<file path="src/rtl/knn_sel_pkg.sv">
// Shared types and constants of the k-nearest-neighbor class selector.
// No dependencies; imported by the divider, the top level, the monitor and the testbench.
`timescale 1ns / 1ps

package knn_sel_pkg;

	// fixed widths of the interface fields
	localparam int CLASS_W    = 4;
	localparam int SCORE_W    = 35;
	localparam int CFG_IDX_W  = 2;
	localparam int CFG_DATA_W = 4;

	localparam logic [SCORE_W-1:0] SCORE_MAX = {SCORE_W{1'b1}};

	// configuration register indexes
	localparam logic [CFG_IDX_W-1:0] CFG_AGG_MODE       = 2'd0;
	localparam logic [CFG_IDX_W-1:0] CFG_NEIGHBOR_COUNT = 2'd1;

	// reset values of the configuration registers
	localparam logic                  AGG_MODE_RESET = 1'b0;
	localparam logic [CFG_DATA_W-1:0] K_RESET        = 4'd3;

	// sequencer states
	typedef enum logic [2:0] {
		ST_IDLE,
		ST_CHECK,
		ST_SHIFT,
		ST_ACC,
		ST_CLS,
		ST_DIV,
		ST_EMIT
	} knn_state_t;

endpackage

</file>
<file path="src/rtl/knn_sel_div.sv">
// Restoring divider, one quotient bit per cycle, for the per-class mean.
// Depends on knn_sel_pkg (imported for house consistency).
`timescale 1ns / 1ps

module knn_sel_div #(
	parameter int SW = 36,
	parameter int CW = 4
) (
	input  logic          clk,
	input  logic          arst_n,
	input  logic          start,
	input  logic [SW-1:0] dividend,
	input  logic [CW-1:0] divisor,
	output logic          done,
	output logic [SW-1:0] quotient
);
	import knn_sel_pkg::*;

	localparam int STW = $clog2(SW + 1);

	logic [CW-1:0]  rem_q;
	logic [SW-1:0]  quo_q;
	logic [CW-1:0]  dvs_q;
	logic [STW-1:0] step_q;
	logic           run_q;
	logic           done_q;

	logic [CW:0]    shifted;
	logic [CW:0]    diff;

	// trial subtract of the divisor from the shifted remainder
	assign shifted = {rem_q, quo_q[SW-1]};
	assign diff    = shifted - {1'b0, dvs_q};

	// iterate over all dividend bits, MSB first
	always_ff @(posedge clk or negedge arst_n) begin
		if (!arst_n) begin
			run_q  <= 1'b0;
			done_q <= 1'b0;
			step_q <= '0;
			rem_q  <= '0;
			quo_q  <= '0;
			dvs_q  <= '0;
		end else begin
			done_q <= 1'b0;
			if (start) begin
				run_q  <= 1'b1;
				step_q <= '0;
				rem_q  <= '0;
				quo_q  <= dividend;
				dvs_q  <= divisor;
			end else if (run_q) begin
				if (!diff[CW]) begin
					rem_q <= diff[CW-1:0];
					quo_q <= {quo_q[SW-2:0], 1'b1};
				end else begin
					rem_q <= shifted[CW-1:0];
					quo_q <= {quo_q[SW-2:0], 1'b0};
				end
				if (step_q == STW'(SW - 1)) begin
					run_q  <= 1'b0;
					done_q <= 1'b1;
				end
				step_q <= step_q + 1'b1;
			end
		end
	end

	assign done     = done_q;
	assign quotient = quo_q;

endmodule

</file>
<file path="src/rtl/knn_class_selector.sv">
// K-nearest-neighbor class selector: sorted keep list, per-class vote, winner out.
// Sequence: after the accept edge busy stays high for a tail check when the list is
// full, then one shift per cycle; a sample with an out-of-range class that is not last frees
// the block at once. On the last sample add the accumulate walk over the kept entries, the
// sweep over every class, a divide per voted class in mean mode, and the result, shown for one cycle.
// Flow: a new sample is taken in any cycle in which busy is low; results cannot be stalled.
// Reset clears the keep count, per-class sums, registers and sequencer; list entries hold none.
`timescale 1ns / 1ps

module knn_class_selector #(
	parameter int MAX_K       = 8,
	parameter int NUM_CLASSES = 16,
	parameter int DIST_BITS   = 32
) (
	input  logic                                 clk,
	input  logic                                 arst_n,
	// sample channel
	input  logic                                 start,
	output logic                                 busy,
	input  logic [31:0]                          distance,
	input  logic [knn_sel_pkg::CLASS_W-1:0]      class_id,
	input  logic                                 last,
	// configuration channel
	input  logic                                 cfg_valid,
	output logic                                 cfg_ready,
	input  logic [knn_sel_pkg::CFG_IDX_W-1:0]    cfg_index,
	input  logic [knn_sel_pkg::CFG_DATA_W-1:0]   cfg_data,
	// result
	output logic                                 result_valid,
	output logic [knn_sel_pkg::CLASS_W-1:0]      best_class,
	output logic                                 found,
	output logic [knn_sel_pkg::SCORE_W-1:0]      best_score
);
	import knn_sel_pkg::*;

	localparam int KCW = $clog2(MAX_K + 1);
	localparam int KIW = (MAX_K > 1) ? $clog2(MAX_K) : 1;
	localparam int KXW = (KCW > CFG_DATA_W) ? KCW : CFG_DATA_W;
	localparam int NCE = (NUM_CLASSES < 16) ? NUM_CLASSES : 16;
	localparam int CIW = $clog2(NCE);
	localparam int SW  = DIST_BITS + KCW;
	localparam int SXW = (SW > SCORE_W) ? SW : SCORE_W;

	knn_state_t state_q, state_d;

	// configuration
	logic                  agg_mode_q;
	logic [CFG_DATA_W-1:0] neighbor_q;

	// keep list, no reset: only entries below the fill are read
	logic [DIST_BITS-1:0] kept_dist_q [MAX_K];
	logic [CLASS_W-1:0]   kept_cls_q  [MAX_K];
	logic [KCW-1:0]       fill_q;

	// latched sample
	logic [DIST_BITS-1:0] d_q;
	logic [CLASS_W-1:0]   c_q;
	logic                 last_q;

	// walk counters
	logic [KIW-1:0] j_q;
	logic [KCW-1:0] i_q;
	logic [CIW-1:0] cls_q;

	// per-class accumulators
	logic [SW-1:0]  sum_q [NCE];
	logic [KCW-1:0] cnt_q [NCE];

	// running winner
	logic           have_q;
	logic [SW-1:0]  best_q;
	logic [CIW-1:0] best_cls_q;

	// combinational helpers
	logic [KCW-1:0]       k_eff;
	logic [KXW-1:0]       nc_x;
	logic [KCW-1:0]       fill_c;
	logic                 accept;
	logic                 in_cls_ok;
	logic [KIW-1:0]       rd_idx;
	logic [DIST_BITS-1:0] rd_dist;
	logic [CLASS_W-1:0]   rd_cls;
	logic                 goes_before;
	logic                 place;
	logic                 last_cls;
	logic [SW-1:0]        cand;
	logic                 cand_wins;
	logic [CIW-1:0]       acc_cls;
	logic                 div_start;
	logic                 div_done;
	logic [SW-1:0]        div_quo;
	logic [SXW-1:0]       best_x;

	// clamp K to 1..MAX_K
	assign nc_x = KXW'(neighbor_q);
	always_comb begin
		if (nc_x == '0) begin
			k_eff = KCW'(1);
		end else if (nc_x > KXW'(MAX_K)) begin
			k_eff = KCW'(MAX_K);
		end else begin
			k_eff = KCW'(nc_x);
		end
	end

	assign fill_c    = (fill_q > k_eff) ? k_eff : fill_q;
	assign accept    = start && !busy;
	assign in_cls_ok = {5'd0, class_id} < 9'(NUM_CLASSES);

	// single list read port: compare walk or accumulate walk
	always_comb begin
		case (state_q)
			ST_ACC:   rd_idx = i_q[KIW-1:0];
			ST_CHECK: rd_idx = j_q;
			default:  rd_idx = j_q - 1'b1;
		endcase
	end
	assign rd_dist = kept_dist_q[rd_idx];
	assign rd_cls  = kept_cls_q[rd_idx];

	// shared order compare: sample strictly ahead of the entry read
	assign goes_before = (d_q != rd_dist) ? (d_q < rd_dist) : (c_q < rd_cls);
	assign place       = (j_q == '0) || !goes_before;

	assign acc_cls   = rd_cls[CIW-1:0];
	assign last_cls  = (cls_q == CIW'(NCE - 1));
	assign cand      = (state_q == ST_DIV) ? div_quo : sum_q[cls_q];
	assign cand_wins = !have_q || (cand < best_q);

	knn_sel_div #(
		.SW (SW),
		.CW (KCW)
	) u_div (
		.clk      (clk),
		.arst_n   (arst_n),
		.start    (div_start),
		.dividend (sum_q[cls_q]),
		.divisor  (cnt_q[cls_q]),
		.done     (div_done),
		.quotient (div_quo)
	);

	// next state
	always_comb begin
		state_d = state_q;
		case (state_q)
			ST_IDLE: begin
				if (accept) begin
					if (in_cls_ok) begin
						state_d = (fill_c < k_eff) ? ST_SHIFT : ST_CHECK;
					end else if (last) begin
						state_d = ST_ACC;
					end
				end
			end
			ST_CHECK: begin
				if (goes_before) begin
					state_d = ST_SHIFT;
				end else begin
					state_d = last_q ? ST_ACC : ST_IDLE;
				end
			end
			ST_SHIFT: begin
				if (place) begin
					state_d = last_q ? ST_ACC : ST_IDLE;
				end
			end
			ST_ACC: begin
				if (i_q == fill_c) begin
					state_d = ST_CLS;
				end
			end
			ST_CLS: begin
				if ((cnt_q[cls_q] == '0) || agg_mode_q) begin
					state_d = last_cls ? ST_EMIT : ST_CLS;
				end else begin
					state_d = ST_DIV;
				end
			end
			ST_DIV: begin
				if (div_done) begin
					state_d = last_cls ? ST_EMIT : ST_CLS;
				end
			end
			ST_EMIT: state_d = ST_IDLE;
			default: state_d = ST_IDLE;
		endcase
	end

	// outputs of the sequencer
	always_comb begin
		busy         = (state_q != ST_IDLE);
		result_valid = (state_q == ST_EMIT);
		div_start    = (state_q == ST_CLS) && (cnt_q[cls_q] != '0) && !agg_mode_q;
	end

	assign cfg_ready = 1'b1;

	// hold configuration words
	always_ff @(posedge clk or negedge arst_n) begin
		if (!arst_n) begin
			agg_mode_q <= AGG_MODE_RESET;
			neighbor_q <= K_RESET;
		end else if (cfg_valid && cfg_ready) begin
			case (cfg_index)
				CFG_AGG_MODE:       agg_mode_q <= cfg_data[0];
				CFG_NEIGHBOR_COUNT: neighbor_q <= cfg_data;
				default:            ;
			endcase
		end
	end

	// shift the list up one entry per cycle, drop the sample into its slot
	always_ff @(posedge clk) begin
		if (state_q == ST_SHIFT) begin
			if (place) begin
				kept_dist_q[j_q] <= d_q;
				kept_cls_q[j_q]  <= c_q;
			end else begin
				kept_dist_q[j_q] <= rd_dist;
				kept_cls_q[j_q]  <= rd_cls;
			end
		end
	end

	// sequencer and datapath registers
	always_ff @(posedge clk or negedge arst_n) begin
		if (!arst_n) begin
			state_q    <= ST_IDLE;
			fill_q     <= '0;
			d_q        <= '0;
			c_q        <= '0;
			last_q     <= 1'b0;
			j_q        <= '0;
			i_q        <= '0;
			cls_q      <= '0;
			have_q     <= 1'b0;
			best_q     <= '0;
			best_cls_q <= '0;
			for (int n = 0; n < NCE; n++) begin
				sum_q[n] <= '0;
				cnt_q[n] <= '0;
			end
		end else begin
			state_q <= state_d;
			case (state_q)
				ST_IDLE: begin
					if (accept) begin
						d_q    <= DIST_BITS'(distance);
						c_q    <= class_id;
						last_q <= last;
						i_q    <= '0;
						cls_q  <= '0;
						have_q <= 1'b0;
						if (in_cls_ok) begin
							if (fill_c < k_eff) begin
								j_q    <= KIW'(fill_c);
								fill_q <= fill_c + 1'b1;
							end else begin
								j_q    <= KIW'(k_eff - 1'b1);
								fill_q <= fill_c;
							end
						end
					end
				end
				ST_SHIFT: begin
					if (!place) begin
						j_q <= j_q - 1'b1;
					end
				end
				ST_ACC: begin
					// add each kept entry into its class
					if (i_q != fill_c) begin
						sum_q[acc_cls] <= sum_q[acc_cls] + SW'(rd_dist);
						cnt_q[acc_cls] <= cnt_q[acc_cls] + 1'b1;
						i_q            <= i_q + 1'b1;
					end
				end
				ST_CLS: begin
					// read out and clear one class per cycle, save while a mean divide runs
					sum_q[cls_q] <= '0;
					cnt_q[cls_q] <= '0;
					if (cnt_q[cls_q] == '0) begin
						cls_q <= cls_q + 1'b1;
					end else if (agg_mode_q) begin
						if (cand_wins) begin
							have_q     <= 1'b1;
							best_q     <= cand;
							best_cls_q <= cls_q;
						end
						cls_q <= cls_q + 1'b1;
					end
				end
				ST_DIV: begin
					if (div_done) begin
						if (cand_wins) begin
							have_q     <= 1'b1;
							best_q     <= cand;
							best_cls_q <= cls_q;
						end
						cls_q <= cls_q + 1'b1;
					end
				end
				ST_EMIT: fill_q <= '0;
				default: ;
			endcase
		end
	end

	// saturate the winning score into the result word
	assign best_x     = SXW'(best_q);
	assign found      = have_q;
	assign best_class = have_q ? CLASS_W'(best_cls_q) : '0;
	always_comb begin
		if (!have_q) begin
			best_score = '0;
		end else if (best_x > SXW'(SCORE_MAX)) begin
			best_score = SCORE_MAX;
		end else begin
			best_score = best_x[SCORE_W-1:0];
		end
	end

	// checks
	a_clear_after_result: assert property (@(posedge clk) disable iff (!arst_n)
		result_valid |=> (fill_q == '0))
		else $error("keep list not cleared after result");

	a_div_in_div_state: assert property (@(posedge clk) disable iff (!arst_n)
		div_done |-> (state_q == ST_DIV))
		else $error("divider finished outside the divide step");

	a_fill_bound: assert property (@(posedge clk) disable iff (!arst_n)
		fill_q <= KCW'(MAX_K))
		else $error("keep count above list depth");

	a_drop_free: assert property (@(posedge clk) disable iff (!arst_n)
		(accept && !in_cls_ok && !last) |=> !busy)
		else $error("dropped sample held the block busy");

endmodule

</file>
<file path="config.mk">
export PLATFORM = sky130hd
export DESIGN_NAME = knn_class_selector
export DESIGN_NICKNAME = d
export VERILOG_FILES = /design/src/rtl/knn_sel_pkg.sv /design/src/rtl/knn_sel_div.sv /design/src/rtl/knn_class_selector.sv
export SDC_FILE = /design/constraint.sdc
export NUM_CORES = 2
export LEC_CHECK = 0
export BUFFER_PORTS_ARGS = -buffer_cell sky130_fd_sc_hd__buf_2
export CAP_MARGIN = 20
export CORE_UTILIZATION = 60
export CTS_CLUSTER_SIZE = 20
export DETAILED_ROUTE_END_ITERATION = 6
export PLACE_DENSITY = 0.86
export REMOVE_ABC_BUFFERS = 1
export SLEW_MARGIN = 20
export SYNTH_ARGS = -nofsm -noshare
export SYNTH_HDL_FRONTEND = slang
export SYNTH_HIERARCHICAL = 1
export SYNTH_SLANG_ARGS = --single-unit
</file>
<file path="constraint.sdc">
create_clock -name clk -period 14.3 [get_ports clk]
set_input_delay 0 -clock clk [delete_from_list [all_inputs] [get_ports clk]]
set_output_delay 0 -clock clk [all_outputs]
set_load 0.05 [all_outputs]
</file>
==> results.toml <==
[status]
status = "finished with violations"
failed_checks = "design-rule violations, negative hold slack"

[routing]
via_per_inst = 7.39
drt-wirelength-per-cell_um = 28.8
drc_errors = 3
drt_wl_total_mm = 190
ant_nets = 0
drt_iter0_drc = 8772
drt_pass1_iterations = 7
via_count = 48844

[clocking]
cts_tree = "done"
clk_latency_ns = 0.73
cts_max_path_buffers = 3
clock_sinks = 1081
root_buffer = "clkbuf_16"
path_clk_slew_ns = 0.06
cts_buffers = 110
cts_max_level = 3
ctsResizeCount = 0

[die]
die-width_um = 311
dieArea_um2 = 96600
row_count = 112
die_h_um = 311
coreArea_um2 = 93900
pin_count = 90
initial_core_util_pct = 60.9

[cells_and_area]
layout.cells.non_filler = 6607
area.growth.synth_to_final_pct = 10.1
nets = 5433
fillerInstances = 6332
drive_above_1_share_pct = 14.7

[synthesis]
synth.top_cell.area_share_pct = 34.6
synth_area_um2 = 57200
ys_seq_area_share_pct = 49.8
avgSynthCellArea_um2 = 10.7
syn_inst = 5364
ys_types = 102
synth_seq_cells = 1081
yosysTopAreaCell = "dfrtp_1"
synth_area_leaders = "dfrtp_1, edfxtp_1, mux4_2"
yosysWarnings = 6
synth_edf_count = 288
synth-async-reset-ratio_pct = 73.4
synthFlopType = "dfrtp_1"

[sta]
fin_worst_skew_ns = 0.0488
fin_setup_tns_ns = 0
maxSlewHeadroom_pct = 16.2
worst_pin_slew_ns = 1.25
finalHoldViolCount = 19
max_freq_ghz = 0.104
hold_slack_ns = -0.0329
setup_viol = 0
min_period_over_period_pct = 67.4
drv_slew = 0
post-route-min-period_ns = 9.64
rsz0062_at_grt = "false"

[critical_path]
crit_type = "flop to flop"
end_kind = "flop"
critPathLaunchType = "flop"
crit_required_ns = 14.94
cp.arrival_ns = 10.29
cp_max_fo = 143

[global_routing]
grt_start_max_net_pins = 144
grt_pass1_vias = 47877
grt_first_pass_wirelength_mm = 288
antenna_found_initial = 4
grt_overflow = 0
grt_usage_pct = 38.9

[flow_run]
cap_violations = 0

[placement]
numPortBuffers = 88
gp_congestion = 1.01
dp_hpwl_mm = 106
placed_cells = 6353

[hold_path]
hold_path_class = "input port to async pin"
logic make-up after synthesis:
logic type | synth area share (%)
multiplexers | 11.5
buffers and inverters | 4.09
adder cells (fa/ha/maj) | 2.78
AO/OA/AOI/OAI | 17.0
flip-flops | 49.8
XOR/XNOR | 0.781
other | 0.00656
AND/OR/NAND/NOR | 14.1
cells in the mapped netlist, types with 18 or more instances:
| cell type | instances |
|---|---|
| dfrtp_1 | 791 |
| mux4_2 | 200 |
| ha_1 | 124 |
| nand2b_1 | 18 |
| mux2i_1 | 96 |
| nor3_1 | 32 |
| nand2_1 | 1083 |
| a21oi_1 | 179 |
| xnor2_1 | 30 |
| o21ai_0 | 208 |
| nand4_1 | 28 |
| clkbuf_1 | 359 |
| inv_1 | 115 |
| and2_1 | 19 |
| a311oi_1 | 95 |
| buf_1 | 51 |
| nand3_1 | 328 |
| o21a_1 | 47 |
| buf_2 | 35 |
| edfxtp_1 | 288 |
| a21o_1 | 35 |
| a31oi_1 | 89 |
| mux2_2 | 89 |
| nor2_1 | 124 |
| and3_1 | 54 |
| a22o_1 | 496 |
| nor2b_1 | 87 |
| a211oi_1 | 76 |
stage by stage:
stage                     cell area, um^2  setup slack [ns]  hold WS (ns)  util [%]
after floorplan                     55300            -0.592        -0.296         -
after global placement              58700              5.23         0.142      62.5
after detailed placement            58700              5.06         0.147      62.5
after CTS                           62900              4.91       0.00110      67.0
after global routing                63000              4.46        0.0446      67.1
final                               63000              4.66       -0.0329      67.1
sequential cells by signal, indices dropped and copies added (netlist names), 6 cells and up:
| signal | count |
|---|---|
| d_q | 32 |
| u_div/step_q | 6 |
| kept_cls_q | 32 |
| cnt_q | 64 |
| kept_dist_q | 256 |
| u_div/quotient | 36 |
| sum_q | 576 |
| best_q | 36 |
worst max-delay path, stage by stage, from the launching register on:
cell and delay (ns):
dfrtp_1 0.56, inv_1 0.15, ha_1 0.26, xnor2_1 0.18, mux2i_4 0.29, buf_4 0.77, mux2i_1 0.30, mux2i_1 0.12
mux2_8 0.63, clkinv_4 0.60, buf_12 0.68, nand2_1 0.10, and3_1 0.20, a311oi_1 0.36, a311oi_1 0.09, a31oi_1 0.54
ha_1 0.40, a21boi_1 0.17, o21ai_0 0.32, a21oi_1 0.35, nand3_1 0.18, a31oi_1 0.12, o41ai_1 0.76, inv_1 0.29
xnor2_2 0.68, a21oi_1 0.14, nor2_1 0.13
layer usage:
metal  vias up  wire (um)  track usage, %
li1      19592          -               -
met1     23430      63400            48.2
met2      4601      80500            56.1
met3      1215      31300            16.0
met4         6      15300            25.1
met5         -         58           0.247
final timing paths:
| check | start | end | slack [ns] | cells after the start |
|---|---|---|---|---|
| max | j_q[0] | sum_q[536] | 4.66 | 26 |
| min | arst_n | u_div/rem_q[1] | -0.03 | 2 |
| max reg2reg | j_q[0] | sum_q[536] | 4.66 | 26 |
| min reg2reg | d_q[7] | d_q[7] | 0.51 | 2 |
| max in group asynchronous | arst_n | u_div/quotient[28] | 11.04 | 5 |
| min in group clk | distance[3] | d_q[3] | 0.03 | 4 |
repair_timing:
item	4_1_cts	5_1_grt
setup buffers	0	0
hold buffers	49	0
hold endpoints to repair	158	0
area by class of cell:
type / count / area, um^2 / area share (%)
Antenna cell: 1 / 2.50 / 0.00397
Clock buffer: 147 / 3120 / 4.94
Clock inverter: 57 / 623 / 0.989
Inverter: 117 / 445 / 0.707
Multi-Input combinational cell: 3702 / 26900 / 42.8
Sequential cell: 1081 / 28500 / 45.2
Tap cell: 1254 / 1570 / 2.49
Timing Repair Buffer: 248 / 1800 / 2.86
placed cells by master, fill, tap and decap left out, drive strengths merged, types with 6 or more instances in the layout:
cell type / Yosys / routed
nand3: 328 / 328
buf: 105 / 199
nor4: 6 / 6
nor2: 128 / 128
clkbuf: 359 / 147
nand2b: 20 / 20
and3: 54 / 54
dlygate4sd3: 0 / 49
ha: 124 / 124
a311oi: 95 / 95
nor3: 42 / 42
mux2i: 97 / 97
a21o: 35 / 35
xnor2: 31 / 31
a31oi: 89 / 89
a32o: 10 / 10
edfxtp: 288 / 288
xor2: 17 / 17
a22o: 497 / 497
clkinvlp: 0 / 9
o21ai: 213 / 213
nand2: 1084 / 1084
o211ai: 15 / 15
dfrtp: 791 / 791
clkinv: 1 / 34
bufinv: 0 / 10
mux4: 200 / 200
o21a: 47 / 47
nor2b: 87 / 87
and2: 19 / 19
a211oi: 79 / 79
mux2: 94 / 94
a21oi: 180 / 180
nand4: 28 / 28
inv: 116 / 121
Power is left out: the tool's default activity adds up to more than one toggle a clock period on the data nets, which glitch-free logic cannot reach.
